$ cat src/sv/lvm_pkg.sv
// Shared types and constants for the look-at view matrix unit.
`timescale 1ns / 1ps
`default_nettype none
package lvm_pkg;

  localparam int unsigned FRAC_BITS_DEF = 16;
  localparam int unsigned QUEUE_DEPTH   = 2;

  typedef logic signed [31:0] fix_t;

  typedef enum logic [1:0] {
    ST_OK       = 2'd0,
    ST_FWD_ZERO = 2'd1,
    ST_UP_ZERO  = 2'd2
  } status_e;

  typedef struct packed {
    fix_t eye_x;
    fix_t eye_y;
    fix_t eye_z;
    fix_t target_x;
    fix_t target_y;
    fix_t target_z;
    fix_t up_x;
    fix_t up_y;
    fix_t up_z;
  } in_word_t;

  typedef struct packed {
    logic [1:0] row_index;
    fix_t       col_a;
    fix_t       col_b;
    fix_t       col_c;
    fix_t       col_d;
    logic       last_row;
    logic [1:0] status;
  } out_word_t;

  typedef struct packed {
    logic [2:0][31:0] eye;
    logic [2:0][31:0] up;
    logic [2:0][32:0] fwd;
    status_e          status;
  } job_t;

  typedef struct packed {
    logic             start;
    logic [2:0][63:0] vec;
  } norm_req_t;

  typedef struct packed {
    logic             done;
    logic [2:0][31:0] res;
  } norm_rsp_t;

endpackage
`default_nettype wire

$ cat src/sv/lvm_norm.sv
// Vector normalizer: scale, sum of squares, bitwise root, restoring divide.
`timescale 1ns / 1ps
`default_nettype none
module lvm_norm #(
  parameter int unsigned FRAC_BITS = lvm_pkg::FRAC_BITS_DEF
) (
  input  wire logic              clk_i,
  input  wire logic              rst_ni,
  input  wire lvm_pkg::norm_req_t req_i,
  output lvm_pkg::norm_rsp_t     rsp_o
);
  import lvm_pkg::*;

  localparam int unsigned SW = $clog2(FRAC_BITS + 1);

  typedef enum logic [4:0] {
    N_IDLE  = 5'b00001,
    N_SCALE = 5'b00010,
    N_SQ    = 5'b00100,
    N_ROOT  = 5'b01000,
    N_DIV   = 5'b10000
  } nstate_e;

  nstate_e          state_q;
  logic [63:0]      mag_q [3];
  logic [2:0]       neg_q;
  logic [63:0]      sum_q, root_q, bit_q;
  logic [59:0]      prod_q;
  logic             pv_q;
  logic [1:0]       k_q, comp_q;
  logic [32:0]      rem_q;
  logic [FRAC_BITS:0] quo_q;
  logic [SW-1:0]    step_q;
  logic [2:0][31:0] res_q;
  logic             done_q;

  logic [63:0]      m, t;
  logic [63:0]      vabs [3];
  logic [33:0]      r2;
  logic [FRAC_BITS:0] quo_d;
  logic             qb;
  logic [29:0]      msel;
  logic [31:0]      qext;

  always_comb begin
    m = mag_q[0];
    if (mag_q[1] > m) m = mag_q[1];
    if (mag_q[2] > m) m = mag_q[2];
    for (int i = 0; i < 3; i++) begin
      vabs[i] = req_i.vec[i][63] ? (64'd0 - req_i.vec[i]) : req_i.vec[i];
    end
    t     = root_q + bit_q;
    msel  = mag_q[k_q == 2'd3 ? 2'd0 : k_q][29:0];
    r2    = {rem_q, (step_q == '0) ? mag_q[comp_q][0] : 1'b0};
    qb    = (r2 >= {1'b0, root_q[32:0]});
    quo_d = {quo_q[FRAC_BITS-1:0], qb};
    qext  = 32'(quo_d);
  end

  assign rsp_o.done = done_q;
  assign rsp_o.res  = res_q;

  always_ff @(posedge clk_i) begin
    unique case (state_q)
      N_IDLE: begin
        if (req_i.start) begin
          for (int i = 0; i < 3; i++) begin
            mag_q[i] <= vabs[i];
            neg_q[i] <= req_i.vec[i][63];
          end
        end
      end
      N_SCALE: begin
        for (int i = 0; i < 3; i++) begin
          if (m[63:38] != '0) mag_q[i] <= mag_q[i] >> 8;
          else if (m[63:30] != '0) mag_q[i] <= mag_q[i] >> 1;
          else if (m[29:21] == '0) mag_q[i] <= mag_q[i] << 8;
          else if (!m[29]) mag_q[i] <= mag_q[i] << 1;
        end
        sum_q <= '0;
      end
      N_SQ: begin
        prod_q <= msel * msel;
        if (pv_q) sum_q <= sum_q + 64'(prod_q);
        root_q <= '0;
        bit_q  <= 64'd1 << 62;
      end
      N_ROOT: begin
        if (sum_q >= t) begin
          sum_q  <= sum_q - t;
          root_q <= (root_q >> 1) + bit_q;
        end else begin
          root_q <= root_q >> 1;
        end
        bit_q <= bit_q >> 2;
        rem_q <= 33'(mag_q[0][29:1]);
        quo_q <= '0;
      end
      N_DIV: begin
        rem_q <= qb ? 33'(r2 - {1'b0, root_q[32:0]}) : r2[32:0];
        quo_q <= quo_d;
        if (step_q == SW'(FRAC_BITS)) begin
          res_q[comp_q] <= neg_q[comp_q] ? (32'd0 - qext) : qext;
          rem_q <= 33'(mag_q[comp_q == 2'd2 ? 2'd2 : comp_q + 2'd1][29:1]);
          quo_q <= '0;
        end
      end
      default: ;
    endcase
    if (state_q == N_IDLE && req_i.start && vabs[0] == '0 && vabs[1] == '0
        && vabs[2] == '0) begin
      res_q <= '0;
    end
  end

  always_ff @(posedge clk_i or negedge rst_ni) begin
    if (!rst_ni) begin
      state_q <= N_IDLE;
      done_q  <= 1'b0;
      pv_q    <= 1'b0;
      k_q     <= '0;
      comp_q  <= '0;
      step_q  <= '0;
    end else begin
      done_q <= 1'b0;
      unique case (state_q)
        N_IDLE: begin
          if (req_i.start) begin
            if (vabs[0] == '0 && vabs[1] == '0 && vabs[2] == '0) begin
              done_q <= 1'b1;
            end else begin
              state_q <= N_SCALE;
            end
          end
        end
        N_SCALE: begin
          if (m[63:30] == '0 && m[29]) begin
            state_q <= N_SQ;
            k_q     <= '0;
            pv_q    <= 1'b0;
          end
        end
        N_SQ: begin
          pv_q <= (k_q != 2'd3);
          if (k_q == 2'd3) begin
            state_q <= N_ROOT;
          end else begin
            k_q <= k_q + 1'b1;
          end
        end
        N_ROOT: begin
          if (bit_q == 64'd1) begin
            state_q <= N_DIV;
            comp_q  <= '0;
            step_q  <= '0;
          end
        end
        N_DIV: begin
          if (step_q == SW'(FRAC_BITS)) begin
            step_q <= '0;
            if (comp_q == 2'd2) begin
              state_q <= N_IDLE;
              done_q  <= 1'b1;
            end else begin
              comp_q <= comp_q + 1'b1;
            end
          end else begin
            step_q <= step_q + 1'b1;
          end
        end
        default: state_q <= N_IDLE;
      endcase
    end
  end

endmodule
`default_nettype wire

$ cat config.mk
export PLATFORM = sky130hd
export DESIGN_NAME = lvm_norm
export DESIGN_NICKNAME = d
export VERILOG_FILES = /design/src/sv/lvm_pkg.sv /design/src/sv/lvm_norm.sv
export SDC_FILE = /design/constraint.sdc
export NUM_CORES = 2
export LEC_CHECK = 0
export BUFFER_PORTS_ARGS = -buffer_cell sky130_fd_sc_hd__buf_2
export CELL_PAD_IN_SITES_DETAIL_PLACEMENT = 1
export CELL_PAD_IN_SITES_GLOBAL_PLACEMENT = 1
export CORE_UTILIZATION = 50
export DETAILED_ROUTE_END_ITERATION = 8
export PLACE_DENSITY_LB_ADDON = 0.1
export REMOVE_ABC_BUFFERS = 1
export SETUP_SLACK_MARGIN = 0.2
export SYNTH_ARGS = -nofsm -noshare
export SYNTH_HDL_FRONTEND = slang
export SYNTH_SLANG_ARGS = --single-unit
$ cat constraint.sdc
create_clock -name clk_i -period 9.9 [get_ports clk_i]
set_input_delay 1.98 -clock clk_i [delete_from_list [all_inputs] [get_ports clk_i]]
set_output_delay 1.98 -clock clk_i [all_outputs]
set_load 0.02 [all_outputs]
==> flow_summary.json <==
{
  "arrival_ns": 9.76,
  "rows": 140,
  "port_buffers": 291,
  "ys_async_sr_fraction_pct": 3.00,
  "yosysWarnings": 0,
  "skew_ns": 0.0769,
  "gp_congestion": 1.01,
  "routedWlPerCell_um": 28.9,
  "core-area_mm2": 0.146,
  "cp_top_family": "adder cells",
  "cts_max_level": 3,
  "setup_viol": 0,
  "synth_edf_count": 463,
  "use_met2_pct": 63.5,
  "clock-sinks": 533,
  "seq_area_frac_synth_pct": 21.0,
  "final_common_cell": "inv_1",
  "path_common_cell": "fa_1",
  "mostFrequentLayoutCells": "975 x inv_1, 707 x nand2_1, 698 x fa_1",
  "grt_usage_pct": 40.4,
  "holdPathEnd": "rsp_o[44]$_SDFFE_PP0P_",
  "synth_seq_cells": 533,
  "syn_inst": 8382,
  "drv_slew": 0,
  "place_area_mm2": 0.0773,
  "dp_hpwl_mm": 243,
  "syn_to_final_growth_pct": 8.91,
  "vias": 67510,
  "ios": 292,
  "clock_path_buffers": 3,
  "drt_iter0_drc": 6402,
  "clk_latency_ns": 0.71,
  "min_path_cells": 2,
  "drt-vias-per-instance": 6.43,
  "critPathKind": "reg2reg",
  "ir_drop_v": 0.000112,
  "grt_pass1_vias": 70267,
  "outcome": "complete, no violations",
  "path_clk_slew_ns": 0.06,
  "rr_worst_depth": 32,
  "use_met1_pct": 51.0,
  "cp_max_fo": 34,
  "hold_violations": 0,
  "fp.dieH_um": 385,
  "leakagePower_uw": 0.0352,
  "antenna_found_initial": 30,
  "initial_core_util_pct": 50.4,
  "worst-path-buf-inv": 8,
  "grt-busiest-layer": "met2",
  "dp_cells": 10348,
  "timing.rr.start": "k_q[0]$_DFFE_PN0P_",
  "grt_setup_unrepaired": "yes",
  "slew_headroom_pct": 7.66,
  "critPathMaxStageDelay_ns": 0.57,
  "cts_made_buffers": 71,
  "layout.cells.non_filler": 10500,
  "worstPathRequired_ns": 10.28,
  "grt_max_degree": 123,
  "finish.utilization_pct": 54.9,
  "drive_gt1_share_pct": 9.00,
  "die_area_mm2": 0.148,
  "slowest_stage": "fa_1",
  "cts_tree": "done",
  "pre_cts_ws_ns": 0.218,
  "yosysUniqueCellTypes": 89,
  "postRouteAntennaNets": 0,
  "finalCritPeriodShare_pct": 94.8,
  "avgSynthCellArea_um2": 8.75,
  "period_needed_ns": 9.38,
  "netlist_area_mm2": 0.0734,
  "cts-root-buf": "clkbuf_16",
  "layout_setup_ws_ns": 0.519,
  "worstSetupEndpointType": "register",
  "holdCritStartpoint": "rsp_o[44]$_SDFFE_PP0P_",
  "r2r-end": "prod_q[45]$_DFFE_PP_",
  "fillers": 17026,
  "synthFlopType": "edfxtp_1",
  "drtPass1Iterations": 6,
  "use_met3_pct": 7.87,
  "routed_wl_mm": 303,
  "nets": 10015,
  "ff2ff_setup_slack_ns": 0.52,
  "route.detailed.drc": 0,
  "hold_buffers": 0,
  "worst_pin_slew_ns": 1.38,
  "grt_pass1_wl_mm": 448,
  "finalSetupTns_ns": 0,
  "powerDensity_mw_per_mm2": 69.9,
  "overflow": 0,
  "maxCapViolCount": 0,
  "worstSetupStartpointType": "register",
  "max_freq_mhz": 107,
  "min_path_type": "reg2reg",
  "die_x_um": 385,
  "fin_area_mm2": 0.0799
}
==> cell usage after synthesis (68+ instances only) <==
cell type  number  area [um^2]
inv_1         983         3690
a21o_1        157         1180
clkbuf_1      345         1290
nor2_1        656         2460
xnor2_1       246         2150
a211oi_1      103          773
o22ai_1       105          657
a31oi_1        69          432
o21a_1         69          518
fa_1          698        14000
nand4_1        91          569
mux2i_1       210         2100
edfxtp_1      463        13900
o21ai_0       503         2520
nand3_1       146          731
xor2_1        265         2320
a21oi_1       576         2880
nor3_1         89          445
nor4_1         78          488
nand2_1       709         2660
ha_1          611         7640
o211ai_1       68          510
o31ai_1       114          856
==> area by class of cell <==
cell class / instances / area [um^2] / share of cell area (%)
multi-input combinational: 6399 / 52600 / 65.8
sequential: 533 / 15400 / 19.3
inverter: 991 / 3760 / 4.70
timing repair buffer: 515 / 3350 / 4.20
tap: 1917 / 2400 / 3.00
clock buffer: 90 / 1890 / 2.36
clock inverter: 40 / 509 / 0.637
antenna: 15 / 37.5 / 0.0470
==> report_power, final <==
group	leakage, uW	total, uW	switching [uW]	internal [uW]
sequential	0.00508	2430	0	2430
clock	0.00114	2730	1220	1510
combinational	0.0290	423	285	138
total	0.0352	5590	1500	4090
==> state kept, by name (all words and copies together), names as in the netlist, 3 cells and up <==
signal and count:
root_q 64, step_q 5, bit_q 32, quo_q 16, neg_q 3, rem_q 33
prod_q 59, sum_q 64, state_q 5, mag_q 192, rsp_o 54
==> per-layer routing <==
layer / vias up / wire (um) / part of all wire, %
met3: 875 / 25800 / 8.5
met1: 34131 / 119000 / 39
li1: 29549 / - / -
met2: 2947 / 136000 / 45
met5: - / 42 / 0.014
met4: 8 / 22000 / 7.3
==> timing repair <==
item,in CTS,in global routing
setup buffers,0,7
setup endpoints to repair,0,16
gates resized for setup,0,19
==> worst min-delay path: cells and delay by family (launching register included) <==
| family | cells | cell delay [ns] |
|---|---|---|
| and+or+nand+nor | 1 | 0.05 |
| DFF | 1 | 0.31 |
| AOI/OAI and AO/OA | 1 | 0.06 |
==> worst max-delay path by stage <==
stage | slack [ns] | cells after the start | end | from
final | 0.52 | 32 | prod_q[45]$_DFFE_PP_ | k_q[0]$_DFFE_PN0P_
after detailed placement | 0.22 | 32 | prod_q[56]$_DFFE_PP_ | k_q[0]$_DFFE_PN0P_
after global routing | 0.17 | 29 | prod_q[56]$_DFFE_PP_ | k_q[0]$_DFFE_PN0P_
after global placement | 0.43 | 32 | prod_q[56]$_DFFE_PP_ | k_q[0]$_DFFE_PN0P_
after floorplan | -8.11 | 21 | state_q[0]$_DFFE_PN1P_ | mag_q[1][21]$_DFFE_PP_
after CTS | 0.20 | 32 | prod_q[56]$_DFFE_PP_ | k_q[0]$_DFFE_PN0P_
==> cells by family (layout without fill, tap and decap cells) <==
| kind of cell | after synthesis | in the layout | synth area share [%] |
|---|---|---|---|
| AOI/OAI and AO/OA | 2131 | 2131 | 18.3 |
| other | 0 | 15 | 0 |
| DFF | 533 | 533 | 21.0 |
| buffers and inverters | 1450 | 1636 | 7.66 |
| muxes | 245 | 245 | 3.40 |
| and+or+nand+nor | 2203 | 2203 | 14.1 |
| xor gates and xnor gates | 511 | 511 | 6.10 |
| adders and majority gates | 1309 | 1309 | 29.5 |
==> through the flow <==
| stage | hold WS [ns] | power [uW] |
|---|---|---|
| floorplan | 0.444 | 2670 |
| global placement | 0.441 | 2870 |
| detailed placement | 0.461 | 2880 |
| CTS | 0.469 | 5580 |
| global route | 0.483 | 5690 |
| finish | 0.462 | 5590 |
(Power assumes the default switching activity.)
