===== src/sv/lvm_pkg.sv =====
// Shared types and constants for the look-at view matrix unit.
`timescale 1ns / 1ps
`default_nettype none
package lvm_pkg;

  localparam int unsigned FRAC_BITS_DEF = 16;
  localparam int unsigned QUEUE_DEPTH   = 2;

  typedef logic signed [31:0] fix_t;

  typedef enum logic [1:0] {
    ST_OK       = 2'd0,
    ST_FWD_ZERO = 2'd1,
    ST_UP_ZERO  = 2'd2
  } status_e;

  typedef struct packed {
    fix_t eye_x;
    fix_t eye_y;
    fix_t eye_z;
    fix_t target_x;
    fix_t target_y;
    fix_t target_z;
    fix_t up_x;
    fix_t up_y;
    fix_t up_z;
  } in_word_t;

  typedef struct packed {
    logic [1:0] row_index;
    fix_t       col_a;
    fix_t       col_b;
    fix_t       col_c;
    fix_t       col_d;
    logic       last_row;
    logic [1:0] status;
  } out_word_t;

  typedef struct packed {
    logic [2:0][31:0] eye;
    logic [2:0][31:0] up;
    logic [2:0][32:0] fwd;
    status_e          status;
  } job_t;

  typedef struct packed {
    logic             start;
    logic [2:0][63:0] vec;
  } norm_req_t;

  typedef struct packed {
    logic             done;
    logic [2:0][31:0] res;
  } norm_rsp_t;

endpackage
`default_nettype wire


===== src/sv/lvm_if.sv =====
// Valid/ready channel interfaces for input and result words.
`timescale 1ns / 1ps
`default_nettype none
interface lvm_in_if;
  import lvm_pkg::*;
  logic     valid;
  logic     ready;
  in_word_t data;
  modport source (output valid, output data, input ready);
  modport sink (input valid, input data, output ready);
endinterface

`default_nettype wire


===== src/sv/lvm_front.sv =====
// Front end: accepts words, forms forward vector and status, queues jobs.
`timescale 1ns / 1ps
`default_nettype none
module lvm_front (
  input  wire logic          clk_i,
  input  wire logic          rst_ni,
  lvm_in_if.sink             in_i,
  output lvm_pkg::job_t      job_o,
  output logic               job_valid_o,
  input  wire logic          job_ready_i
);
  import lvm_pkg::*;

  localparam int unsigned PW = (QUEUE_DEPTH > 1) ? $clog2(QUEUE_DEPTH) : 1;
  localparam int unsigned CW = $clog2(QUEUE_DEPTH + 1);

  job_t          mem_q [QUEUE_DEPTH];
  logic [PW-1:0] wptr_q, rptr_q;
  logic [CW-1:0] cnt_q;
  job_t          job_in;
  logic          push, pop;
  logic [2:0][31:0] eye, tgt, up;

  assign eye = {in_i.data.eye_z, in_i.data.eye_y, in_i.data.eye_x};
  assign tgt = {in_i.data.target_z, in_i.data.target_y, in_i.data.target_x};
  assign up  = {in_i.data.up_z, in_i.data.up_y, in_i.data.up_x};

  always_comb begin
    job_in.eye = eye;
    job_in.up  = up;
    for (int i = 0; i < 3; i++) begin
      job_in.fwd[i] = {tgt[i][31], tgt[i]} - {eye[i][31], eye[i]};
    end
    if (job_in.fwd == '0) begin
      job_in.status = ST_FWD_ZERO;
    end else if (up == '0) begin
      job_in.status = ST_UP_ZERO;
    end else begin
      job_in.status = ST_OK;
    end
  end

  assign in_i.ready  = (cnt_q != CW'(QUEUE_DEPTH));
  assign push        = in_i.valid && in_i.ready;
  assign job_valid_o = (cnt_q != '0);
  assign pop         = job_valid_o && job_ready_i;
  assign job_o       = mem_q[rptr_q];

  always_ff @(posedge clk_i) begin
    if (push) begin
      mem_q[wptr_q] <= job_in;
    end
  end

  always_ff @(posedge clk_i or negedge rst_ni) begin
    if (!rst_ni) begin
      wptr_q <= '0;
      rptr_q <= '0;
      cnt_q  <= '0;
    end else begin
      if (push) begin
        wptr_q <= (wptr_q == PW'(QUEUE_DEPTH - 1)) ? '0 : wptr_q + 1'b1;
      end
      if (pop) begin
        rptr_q <= (rptr_q == PW'(QUEUE_DEPTH - 1)) ? '0 : rptr_q + 1'b1;
      end
      if (push && !pop) begin
        cnt_q <= cnt_q + 1'b1;
      end else if (pop && !push) begin
        cnt_q <= cnt_q - 1'b1;
      end
    end
  end

endmodule
`default_nettype wire


===== src/flat_wrapper.sv =====
// flat-port wrapper written by rule: the top's interface ports become plain ports
module lvm_front_flat import lvm_pkg::*;
  (clk_i, rst_ni, job_o, job_valid_o, job_ready_i, in_i_valid, in_i_data, in_i_ready);
  lvm_in_if in_i_i ();
  input  wire logic clk_i;
  input  wire logic rst_ni;
  output lvm_pkg::job_t job_o;
  output logic job_valid_o;
  input  wire logic job_ready_i;
  input wire logic [$bits(in_i_i.valid)-1:0] in_i_valid;
  input wire logic [$bits(in_i_i.data)-1:0] in_i_data;
  output wire logic [$bits(in_i_i.ready)-1:0] in_i_ready;
  assign in_i_i.valid = in_i_valid;
  assign in_i_i.data = in_i_data;
  assign in_i_ready = in_i_i.ready;
  lvm_front u_core (.clk_i(clk_i), .rst_ni(rst_ni), .in_i(in_i_i), .job_o(job_o), .job_valid_o(job_valid_o), .job_ready_i(job_ready_i));
endmodule

===== config.mk =====
export PLATFORM = sky130hd
export DESIGN_NAME = lvm_front_flat
export DESIGN_NICKNAME = d
export VERILOG_FILES = /design/src/sv/lvm_pkg.sv /design/src/sv/lvm_if.sv /design/src/sv/lvm_front.sv /design/src/flat_wrapper.sv
export SDC_FILE = /design/constraint.sdc
export NUM_CORES = 1
export LEC_CHECK = 0
export ABC_AREA = 1
export BUFFER_PORTS_ARGS = -buffer_cell sky130_fd_sc_hd__clkbuf_2
export CAP_MARGIN = 20
export CORE_MARGIN = 2
export CORE_UTILIZATION = 55
export CTS_BUF_LIST = sky130_fd_sc_hd__clkbuf_16
export DETAILED_ROUTE_END_ITERATION = 8
export GPL_ROUTABILITY_DRIVEN = 0
export GPL_TIMING_DRIVEN = 0
export PLACE_DENSITY = 0.86
export SLEW_MARGIN = 20
export SYNTH_ARGS = -nofsm -noshare
export SYNTH_HDL_FRONTEND = slang
export SYNTH_SLANG_ARGS = --single-unit
export TNS_END_PERCENT = 1

===== constraint.sdc =====
create_clock -name clk_i -period 17.1 [get_ports clk_i]
set_input_delay 4.275 -clock clk_i [delete_from_list [all_inputs] [get_ports clk_i]]
set_output_delay 4.275 -clock clk_i [all_outputs]
set_load 0.01 [all_outputs]

==> metrics.md, run 1 <==
| Metric | Value |
|---|---|
| Post-Syn Area | `30100 um2` |
| DRC viols | `0` |
| Yosys warning count | `0` |
| Vias/cell | `5.22` |
| Pwr Density | `150 nW/um2` |
| Grt met2 use | `0.510` |
| First-pass GRT wire length | `129000 um` |
| Routed WL | `87400 um` |
| Logic pwr share | `0.387` |
| Final setup viols | `0` |
| Syn_nets | `3868` |
| Die Wd | `238 um` |
| Number of synthesized register bits | `590` |
| Largest net degree at the start of global routing | `29` |
| Die height | `238 um` |
| GR Overflow Total | `0` |
| Clock Skews | `0.00970 ns` |
| Post-synthesis sequential area ratio | `0.589` |
| Fin nets | `4541` |
| RSZ-0062 raised after global routing | `false` |
| All-Layer GR Usage | `0.299` |
| Worst Path Required | `12.82 ns` |
| CTS tree | `yes` |
| Reg2reg start | `u_core.cnt_q[0]$_DFFE_PN0P_` |
| Met3 usage in global routing | `0.0871` |
| Share of the synthesized area in the top cell type | `0.586` |
| Leakage | `0.0184 uW` |
| Fmax | `0.133 GHz` |
| Endpoint class of the critical path | `primary output` |
| Wirelength per Cell | `17.8 um` |
| Psw | `2080 uW` |
| Yosys cell types | `33` |
| Crit start category | `register` |
| Yosys top cell by area | `edfxtp_1` |
| Placeable Area | `53900 um2` |
| # resized after CTS | `0` |
| Crit-path max FO | `10` |
| Hold path cells | `1` |
| Clock buffer depth | `3` |
| Placed wire-length estimate | `66900 um` |
| Std cell rows | `85` |
| Global-route met1 utilization | `0.341` |
| CTS clk-pin slew, worst paths | `0.06 ns` |
| Effective utilization at floorplan | `0.557` |
| Outcome | `complete, no violations` |
| Reg power frac | `0.380` |
| Clk Latency, worst-skew pair | `0.62 ns` |
| Post-Synthesis Cells | `3476` |
| Simple-gate share of the synthesized area | `0.276` |
| Finished Core Util | `0.676` |
| Setup CP Type | `reg2out` |
| Fillers | `3972` |
| Post-Synth Adder-Cell Area | `0.0424` |
| Switching share of power | `0.380` |
| Root Driver | `clkbuf_16` |
| # port buffers | `586` |
| Slew Limit Fails | `0` |
| Worst hold start | `u_core.cnt_q[0]$_DFFE_PN0P_` |
| Share of layout cells above drive strength 1 | `0.174` |
| Largest family of logic cells by synthesized area | `simple AND/OR/NAND/NOR gates` |
| Reg-to-Reg End | `u_core.mem_q[1][245]$_DFFE_PP_` |
| Max H-tree Level | `2` |
| Synth Area in Compound Gates | `0.0143` |
| FF-to-FF setup slack | `14.67 ns` |
| Final period util | `0.439` |
| # clock sinks | `590` |
| Postcts setup bufs | `0` |
| Via Count | `25600` |
| Top Ports | `587` |
| Initial antenna violation count | `10` |
| Die Area | `56500 um2` |
| DRT iter0 DRCs | `2097` |
| Busiest grt layer | `met2` |
| Slew Limit Headroom | `0.266` |
| Mux cell area share after synthesis | `0` |
| Crit path arrival time | `3.24 ns` |
| Hold Path Sink | `u_core.cnt_q[0]$_DFFE_PN0P_` |
| IR Drop Worst-Case VDD | `106 uV` |
| Crit path time final | `7.51 ns` |
| Hold Slack | `0.480 ns` |
| Max-cap violations | `0` |
| Synth Area in XOR/XNOR | `0.00321` |
| Cells on worst reg2reg path | `9` |
| Vias in the first global route | `24100` |
| HP Class | `reg2reg` |
| Post-DRT Antenna Nets | `0` |
| Slew @ Worst Pin | `1.10 ns` |
| Clock power share | `0.234` |
| Int Power | `3390 uW` |
| Hold-fix buffers, CTS | `0` |
| Total CTS buffers | `58` |
| First drt pass iteration count | `8` |
| Mean Syn Cell Area | `8.65 um2` |
| Top post-synthesis cells by area | `edfxtp_1 59%, nand2_1 21%, inv_1 6.6%` |
| Synthesis-to-layout area growth | `21.3%` |
| Final hold vios | `0` |
[cell families after synthesis]
logic type                 Yosys count
adders and majority gates          100
DFF                                590
xor gates and xnor gates            11
and+or+nand+nor                   2094
buffers and inverters              601
AOI/OAI and AO/OA                   80
[area by class of cell]
type / instances / area (um2) / area share
Sequential cell: 590 / 17700 / 0.486
Multi-Input combinational cell: 2285 / 10100 / 0.277
Timing Repair Buffer: 613 / 3570 / 0.0980
Inverter: 534 / 2000 / 0.0550
Clock buffer: 59 / 1480 / 0.0405
Tap cell: 696 / 871 / 0.0239
Clock inverter: 49 / 438 / 0.0120
Buffer: 67 / 259 / 0.00711
Antenna cell: 8 / 20.0 / 0.000549
[cell usage after synthesis]
library cell     n
nand2_1       1716
edfxtp_1       586
inv_1          526
nor2_1         159
nand3_1        105
ha_1            97
a21oi_1         65
clkbuf_1        63
nand4_1         26
nor4_1          26
nand3b_1        20
nor3_1          14
nor2_2          10
xor2_1           8
and2_1           6
inv_2            6
a21o_1           5
nand2_2          5
dfrtp_1          4
o21ai_0          4
and3_1           3
fa_1             3
o21bai_1         3
xnor2_1          3
buf_1            2
buf_4            2
clkinv_1         2
o21a_1           2
a21oi_2          1
nand3_2          1
nor2_4           1
or2_1            1
or2_2            1
[sequential cells by signal, indices dropped and copies added (netlist names)]
signal / cells
u_core.wptr_q: 1
u_core.mem_q: 586
u_core.cnt_q: 2
u_core.rptr_q: 1
[per-stage QoR]
step	total power, uW	cells	TNS (ns)	setup slack (ns)	instance area [um2]
finish	5460	4901	0	9.59	36400
global route	5730	4899	0	9.34	36400
CTS	5460	4893	0	9.54	36400
detailed placement	4180	4785	0	9.53	34500
global placement	4210	4758	-1980.35	-6.80	33900
floorplan	3310	3476	-103.49	-0.353	30100
[worst max path at each step]
stage | depth (start not counted) | endpoint | startpoint | slack [ns]
2_1_floorplan | 2 | u_core.mem_q[0][0]$_DFFE_PP_ | in_i_valid | -0.35
3_5_place_dp | 21 | u_core.mem_q[0][1]$_DFFE_PP_ | in_i_data[192] | 9.53
3_3_place_gp | 3 | u_core.mem_q[0][253]$_DFFE_PP_ | in_i_valid | -6.80
5_1_grt | 6 | job_o[262] | u_core.rptr_q$_DFFE_PN0P_ | 9.34
4_1_cts | 7 | job_o[269] | u_core.rptr_q$_DFFE_PN0P_ | 9.54
6_report | 6 | job_o[269] | u_core.rptr_q$_DFFE_PN0P_ | 9.59
[power by group through the flow]
stage	sequential, uW	combinational [uW]	clock (uW)
3_5_place_dp	2100	2080	0
3_3_place_gp	2300	1910	0
5_1_grt	2090	2290	1340
4_1_cts	2070	2100	1290
6_report	2070	2110	1280
2_1_floorplan	2220	1090	0
[layer usage]
metal | share of wire | routed length (um)
met4 | 0.053 | 4620
met1 | 0.36 | 31400
met5 | 0.00043 | 38
met3 | 0.11 | 9740
met2 | 0.48 | 41600
[cells in the final DEF, fill, tap and decap left out, drive strengths merged]
cell type and count:
nand2 1721, clkbuf 708, edfxtp 586, inv 546
nor2 170, nand3 106, ha 97, a21oi 66
buf 31, clkinv 28, nor4 26, nand4 26
nand3b 20, nor3 14, diode 8, xor2 8
bufinv 7, and2 6, a21o 5, o21ai 4
dfrtp 4, o21bai 3, and3 3, xnor2 3
fa 3, o21a 2, clkinvlp 2, or2 2
[worst max-delay path: stages (launching register included)]
cell and delay (ns):
dfrtp_1 0.33, clkbuf_1 0.22, clkbuf_1 0.85, clkbuf_1 0.81, nand2_1 0.12, nand2_1 0.14
clkbuf_2 0.15
Note: power is estimated with default switching activity, not from simulation.
==> inputs of run 2 (changes only) <==
==> constraint.sdc (replaced) <==
create_clock -name clk_i -period 7.3 [get_ports clk_i]
set_input_delay 1.825 -clock clk_i [delete_from_list [all_inputs] [get_ports clk_i]]
set_output_delay 1.825 -clock clk_i [all_outputs]
set_load 0.01 [all_outputs]
==> metrics.md, run 2 (synthesized netlist as in run 1, its figures left out) <==
| Metric | Value |
|---|---|
| Outcome | `complete, no violations` |
| Postcts setup bufs | `0` |
| Hold path cells | `1` |
| CTS clk-pin slew, worst paths | `0.06 ns` |
| Slew Limit Fails | `0` |
| Wirelength per Cell | `18.0 um` |
| Via Count | `25700` |
| First-pass GRT wire length | `132000 um` |
| Largest stage delay on the critical path | `0.79 ns` |
| Setup CP Type | `reg2out` |
| # port buffers | `586` |
| CP dominant cell by count | `clkbuf_1` |
| Fmax | `0.195 GHz` |
| Max reg flops | `586` |
| Clock buffer depth | `3` |
| HP Class | `reg2reg` |
| Reg-to-Reg End | `u_core.mem_q[1][247]$_DFFE_PP_` |
| Hold Path Sink | `u_core.cnt_q[0]$_DFFE_PN0P_` |
| Final period util | `0.703` |
| Clock Skews | `0.0205 ns` |
| Setup_tns | `0 ns` |
| Final setup viols | `0` |
| Reg area | `17700 um2` |
| # resized after CTS | `0` |
| Largest registers | `u_core.mem_q x586, u_core.cnt_q x2` |
| Worst hold start | `u_core.cnt_q[0]$_DFFE_PN0P_` |
| Post-DRT Antenna Nets | `0` |
| Leading cell types in the layout, fill and taps excluded | `1716 x nand2_1, 587 x clkbuf_2, 586 x edfxtp_1` |
| Vias in the first global route | `24500` |
| Initial antenna violation count | `8` |
| CP bufs+invs | `5` |
| # clock sinks | `590` |
| All-Layer GR Usage | `0.306` |
| Largest delay share family, worst path | `buffers and inverters` |
| Die height | `238 um` |
| First drt pass iteration count | `6` |
| Std cell rows | `85` |
| Crit path time final | `5.13 ns` |
| Cells on worst reg2reg path | `10` |
| Die Area | `56500 um2` |
| Max H-tree Level | `2` |
| Leakage | `0.0183 uW` |
| Total CTS buffers | `60` |
| Slowest CP cell | `clkbuf_1` |
| Share of layout cells above drive strength 1 | `0.175` |
| Largest net degree at the start of global routing | `28` |
| Crit path arrival time | `3.31 ns` |
| IR Drop Worst-Case VDD | `277 uV` |
| Die Wd | `238 um` |
| Max-cap violations | `0` |
| Placeable Area | `53900 um2` |
| RSZ-0062 raised after global routing | `false` |
| Commonest non-fill, non-tap cell in the layout | `nand2_1` |
| Clk Latency, worst-skew pair | `0.64 ns` |
| Pwr Density | `352 nW/um2` |
| Synthesis-to-layout area growth | `21.3%` |
| Crit-path max FO | `10` |
| DRT iter0 DRCs | `2078` |
| Final hold vios | `0` |
| FF-to-FF setup slack | `4.60 ns` |
| Worst Path Required | `5.48 ns` |
| Worst-path cell chain | `clkbuf_1 > clkinv_1 > clkbuf_1 > clkbuf_1 > nand2_1 > nand2_1 > clkbuf_2` |
| Root Driver | `clkbuf_16` |
| Crit start category | `register` |
| Slew Limit Headroom | `0.309` |
| Top Ports | `587` |
| Fillers | `3937` |
| Effective utilization at floorplan | `0.557` |
| Routed WL | `88200 um` |
| Vias/cell | `5.23` |
| Slew @ Worst Pin | `1.04 ns` |
| Biggest register | `u_core.mem_q` |
| CTS tree | `yes` |
| Placed wire-length estimate | `67200 um` |
| DRC viols | `0` |
| Multi-input gate area | `10100 um2` |
| Hold-fix buffers, CTS | `0` |
| GR Overflow Total | `0` |
| Finished Core Util | `0.676` |
| Fin nets | `4542` |
| Endpoint class of the critical path | `primary output` |
| Reg2reg start | `u_core.cnt_q[0]$_DFFE_PN0P_` |
==> run 2: cell count changes in the layout (fill, tap and decap cells not counted), sizes merged <==
| cell | change |
|---|---|
| diode | -2 |
| clkinv | +7 |
| buf | -1 |
| clkbuf | +1 |
| bufinv | -3 |
==> run 2: per-layer routing <==
| metal | up-vias | GRT usage | wire [um] |
|---|---|---|---|
| met5 | - | 0 | 27 |
| met4 | 4 | 0.178 | 5090 |
| met3 | 276 | 0.0772 | 9000 |
| met2 | 1316 | 0.513 | 42200 |
| met1 | 11700 | 0.356 | 31900 |
| li1 | 12300 | - | - |
==> run 2: how the worst max path moves through the flow <==
stage / start / to / slack, ns / depth (start not counted)
6_report: u_core.rptr_q$_DFFE_PN0P_ / job_o[266] / 2.17 / 7
5_1_grt: u_core.rptr_q$_DFFE_PN0P_ / job_o[266] / 1.99 / 7
4_1_cts: u_core.rptr_q$_DFFE_PN0P_ / job_o[266] / 2.03 / 6
3_5_place_dp: in_i_data[160] / u_core.mem_q[1][1]$_DFFE_PP_ / 2.30 / 22
3_3_place_gp: in_i_valid / u_core.mem_q[0][251]$_DFFE_PP_ / -6.88 / 3
2_1_floorplan: in_i_valid / u_core.mem_q[1][0]$_DFFE_PP_ / -2.75 / 2
==> run 2: power breakdown <==
group	internal, uW	total, uW	leakage [uW]	switching (uW)
Sequential	4670	4850	0.00549	180
Clock	1660	3020	0.000983	1360
Combinational	1530	4960	0.0119	3430
Total	7870	12800	0.0183	4970
==> run 2: final cells by class <==
cell class / count / area share
Clock buffer: 60 / 0.0412
Antenna cell: 6 / 0.000412
Sequential cell: 590 / 0.486
Buffer: 67 / 0.00714
Multi-Input combinational cell: 2285 / 0.277
Tap cell: 696 / 0.0239
Inverter: 534 / 0.0550
Timing Repair Buffer: 612 / 0.0974
Clock inverter: 53 / 0.0121
==> run 2: stage by stage <==
| stage | total power [uW] | hold WS, ns | setup WS [ns] | std cells | cell area, um2 |
|---|---|---|---|---|---|
| after floorplan | 7660 | 0.446 | -2.75 | 3476 | 30100 |
| after global placement | 9770 | 0.462 | -6.88 | 4758 | 33900 |
| after detailed placement | 9790 | 0.486 | 2.30 | 4784 | 34500 |
| after CTS | 12800 | 0.498 | 2.03 | 4897 | 36400 |
| after global routing | 13500 | 0.511 | 1.99 | 4903 | 36400 |
| final | 12800 | 0.496 | 2.17 | 4903 | 36400 |
